## src/hdl/dlru_pkg.sv

```systemverilog
// ----------------------------------------------------------------------------
// dlru_pkg
// Shared opcodes, field widths and control types of the clean-first LRU
// replacement block.
// ----------------------------------------------------------------------------
package dlru_pkg;

  localparam int unsigned OpW    = 2;
  localparam int unsigned SetW   = 6;
  localparam int unsigned WayW   = 3;
  localparam int unsigned DirtyW = 8;
  localparam int unsigned TimeW  = 32;
  localparam int unsigned InW    = OpW + SetW + WayW + DirtyW + TimeW;
  localparam int unsigned InTdW  = ((InW + 7) / 8) * 8;
  localparam int unsigned OutW   = WayW + 1;
  localparam int unsigned OutTdW = ((OutW + 7) / 8) * 8;
  localparam int unsigned MaxWays = 32;
  localparam int unsigned MaxWayW = 5;

  typedef enum logic [OpW-1:0] {
    OP_INVALIDATE = 2'd0,
    OP_TOUCH      = 2'd1,
    OP_INSERT     = 2'd2,
    OP_VICTIM     = 2'd3
  } dlru_op_e;

  typedef struct packed {
    logic vld;
    logic first;
  } dlru_cmp_ctrl_t;

endpackage

```

## src/hdl/dlru_min_unit.sv

```systemverilog
// ----------------------------------------------------------------------------
// dlru_min_unit
// Shared compare unit: keeps the smallest key seen in a scan and its index,
// lowest index winning on ties.
// ----------------------------------------------------------------------------
module dlru_min_unit #(
  parameter int unsigned KEY_W = 33,
  parameter int unsigned IDX_W = 3
) (
  input  logic                    clk_i,
  input  dlru_pkg::dlru_cmp_ctrl_t ctrl_i,
  input  logic [KEY_W-1:0]        key_i,
  input  logic [IDX_W-1:0]        idx_i,
  output logic [KEY_W-1:0]        best_key_o,
  output logic [IDX_W-1:0]        best_idx_o
);

  logic [KEY_W-1:0] best_key_q, best_key_d;
  logic [IDX_W-1:0] best_idx_q, best_idx_d;

  always_comb begin
    best_key_d = best_key_q;
    best_idx_d = best_idx_q;
    if (ctrl_i.vld && (ctrl_i.first || (key_i < best_key_q))) begin
      best_key_d = key_i;
      best_idx_d = idx_i;
    end
  end

  always_ff @(posedge clk_i) begin
    best_key_q <= best_key_d;
    best_idx_q <= best_idx_d;
  end

  assign best_key_o = best_key_q;
  assign best_idx_o = best_idx_q;

endmodule

```

## config.mk

```make
export PLATFORM = sky130hd
export DESIGN_NAME = dlru_min_unit
export DESIGN_NICKNAME = d
export VERILOG_FILES = /design/src/hdl/dlru_pkg.sv /design/src/hdl/dlru_min_unit.sv
export SDC_FILE = /design/constraint.sdc
export NUM_CORES = 1
export LEC_CHECK = 0
export ABC_CLOCK_PERIOD_IN_PS = 2890
export BUFFER_PORTS_ARGS = -buffer_cell sky130_fd_sc_hd__buf_2
export CORE_UTILIZATION = 44
export DETAILED_ROUTE_END_ITERATION = 16
export GPL_TIMING_DRIVEN = 0
export MAX_ROUTING_LAYER = met4
export PLACE_DENSITY_LB_ADDON = 0.15
export SYNTH_ARGS = -nofsm -noshare
export SYNTH_HDL_FRONTEND = slang
export SYNTH_SLANG_ARGS = --single-unit
```

## constraint.sdc

```tcl
create_clock -name clk_i -period 2.89 [get_ports clk_i]
set_input_delay 0.289 -clock clk_i [delete_from_list [all_inputs] [get_ports clk_i]]
set_output_delay 0.289 -clock clk_i [all_outputs]
set_load 0.1 [all_outputs]
```

==> impl_metrics.yaml <==
outcome:
  status: "complete, no violations"
global_routing:
  track_usage_pct: 17.1
  grt_pass1_wl_mm: 5.47
  antenna_found_initial: 0
  globalRoute.totalOverflow: 0
  grt_max_degree: 37
  grt_pass1_vias: 1287
clock_network:
  insertion_delay_ns: 0.28
  clkSinkCount: 36
  cts_buffer_depth: 2
  postCtsSetupRepairBufs: 0
  clk_pin_slew_ns: 0.07
  ctsResizeCount: 0
  cts_tree: "yes"
  numCtsBuffers: 5
  root_buffer: "clkbuf_8"
  htree_levels: 2
  cts_hold_buf: 0
floorplan:
  core_mm2: 0.00409
  die_area_mm2: 0.00461
  die_h_um: 67.9
  rows: 23
  initial_core_util_pct: 46.7
  io_pins: 75
  die_w_um: 67.9
hold_path:
  min_path_type: "in2reg"
  min_path_cells: 1
logic_synthesis:
  synth_fp_nets: 222
  synth.avg_cell_area_um2: 12.6
  synth_cell_types: 23
  ys_seq_elements: 36
  yosysWarnings: 0
  syn_area_mm2: 0.00191
  ys_seq_area_share_pct: 56.6
  netlist_instances: 151
sta:
  worst_pin_slew_ns: 0.511
  hold_violations: 0
  finalClockSkew_ns: 0.00508
  rsz0062_at_grt: "false"
  maxSlewHeadroom_pct: 65.9
  finalCritPeriodShare_pct: 88.3
  min_period_ns: 2.55
  setup_viol: 0
  fmax_mhz: 392
  final-max-slew-violation-count: 0
routing:
  vias: 1389
  drt_pre_antenna_iters: 4
  drt_first_iter_violations: 40
  post-route-drc-count: 0
  routed_via_density: 4.91
  post_drt_wl_per_cell_um: 12.2
  drt_wl_total_mm: 3.45
  ant_nets: 0
pwr:
  p_int_mw: 0.887
  power_density_mw_per_mm2: 573
  peakVddDrop_mv: 0.352
  p_switching_mw: 0.531
  seqPwrFrac_pct: 44.8
  power_frac_comb_pct: 31.6
  switching_share_pct: 37.4
  p_leak_nw: 1.21
  p_clk_share_pct: 23.6
finish:
  register_area_mm2: 0.00108
  final_common_cell: "buf_2"
  multi_input_area_um2: 758
  finalInstanceArea_mm2: 0.00248
  fin_nets: 303
  fillers: 353
  n_antenna_cell: 0
  drive_above_1_share_pct: 38.2
  layout_common_cells: "74 x buf_2, 36 x edfxtp_1, 31 x inv_1"
  area_growth_pct: 29.7
  final_cell_count_no_fill: 283
placement:
  place_area_mm2: 0.00240
  dp_cells: 275
  hpwl_mm: 2.75
  portBuffers: 74
  gp_congestion: 0.686
critical_path:
  startpoint_type: "flip-flop"
  criticalPathCategory: "reg2reg"
  critPathRequiredTime_ns: 2.81
  cp.arrival_ns: 2.47
  path_max_fanout: 36
  reg2reg_depth: 7
  cp-end-kind: "flip-flop"
run:
  max-cap-violations: 0
## stage by stage
step	hold slack (ns)	total power [mW]	TNS, ns	util (%)	setup WS, ns
6_report	0.179	1.42	0	60.6	0.337
5_1_grt	0.168	1.49	0	60.6	0.0936
4_1_cts	0.170	1.44	0	60.6	0.299
3_5_place_dp	0.468	1.10	0	58.6	0.282
3_3_place_gp	0.472	1.09	0	58.6	0.277
2_1_floorplan	0.388	1.01	-4.64	-	-0.129
## worst max-delay path, cell delays in order (launching register included)
cell and delay (ns):
edfxtp_1 0.39, inv_1 0.07, ha_1 0.24, a21oi_1 0.14, o21ai_1 0.08, a22o_1 0.25, a2111oi_2 0.41, o221a_4 0.61
## power groups by stage
stage          sequential (mW)  clock (mW)  combinational (mW)
2_1_floorplan            0.892           0               0.115
3_5_place_dp             0.647           0               0.451
6_report                 0.635       0.335               0.448
3_3_place_gp             0.645           0               0.449
4_1_cts                  0.636       0.349               0.452
5_1_grt                  0.640       0.363               0.483
## kinds of logic (layout without fill, tap and decap cells)
kind of cell             count (synthesis)  after routing  share of synthesized area (%)
AO/OA/AOI/OAI                           26             26                           8.78
adder cells (fa/ha/maj)                 32             32                           21.0
buffers and inverters                   33            115                           6.49
flip-flops                              36             36                           56.6
AND/OR/NAND/NOR                         24             24                           7.14
## cell usage after synthesis, drive strengths merged
| cell type | number | area, um^2 |
|---|---|---|
| a21o | 2 | 15.0 |
| a22o | 1 | 8.76 |
| o21ai | 4 | 20.0 |
| nand3 | 3 | 15.0 |
| nand2 | 7 | 26.3 |
| nand4 | 6 | 37.5 |
| edfxtp | 36 | 1080 |
| nor2 | 2 | 7.51 |
| nor4bb | 1 | 10.0 |
| and4 | 2 | 21.3 |
| nor4 | 1 | 6.26 |
| inv | 33 | 124 |
| o221a | 1 | 11.3 |
| a21oi | 15 | 78.8 |
| nand2b | 1 | 6.26 |
| a221o | 1 | 10.0 |
| and3 | 1 | 6.26 |
| ha | 32 | 400 |
| a2111oi | 2 | 23.8 |
## routing by layer
layer | vias up | track usage [%] | routed length [um]
li1 | 715 | - | -
met1 | 617 | 19.8 | 1550
met2 | 50 | 27.5 | 1590
met3 | 7 | 4.67 | 233
met4 | 0 | 7.81 | 66
met5 | - | - | 0
## sequential cells by signal (all words and copies together), names as in the netlist
signal,cells
best_key_o,33
best_idx_o,3
## path summary, 6_finish.rpt
check	to	startpoint	slack, ns
worst max-delay path	best_key_o[9]$_DFFE_PP_	best_key_o[4]$_DFFE_PP_	0.34
worst min-delay path	best_idx_o[0]$_DFFE_PP_	idx_i[0]	0.18
worst max register to register	best_key_o[9]$_DFFE_PP_	best_key_o[4]$_DFFE_PP_	0.34
worst min register to register	best_key_o[32]$_DFFE_PP_	best_key_o[16]$_DFFE_PP_	1.29
## cell type report
cell class	instances	share of cell area [%]
inverters	33	5.00
repair buffers	74	15.0
multi-input cells	82	30.6
clock inverters	1	0.152
clock buffers	7	3.08
well taps	50	2.53
flip-flops and latches	36	43.7
Note: power is estimated with default switching activity, not from simulation.
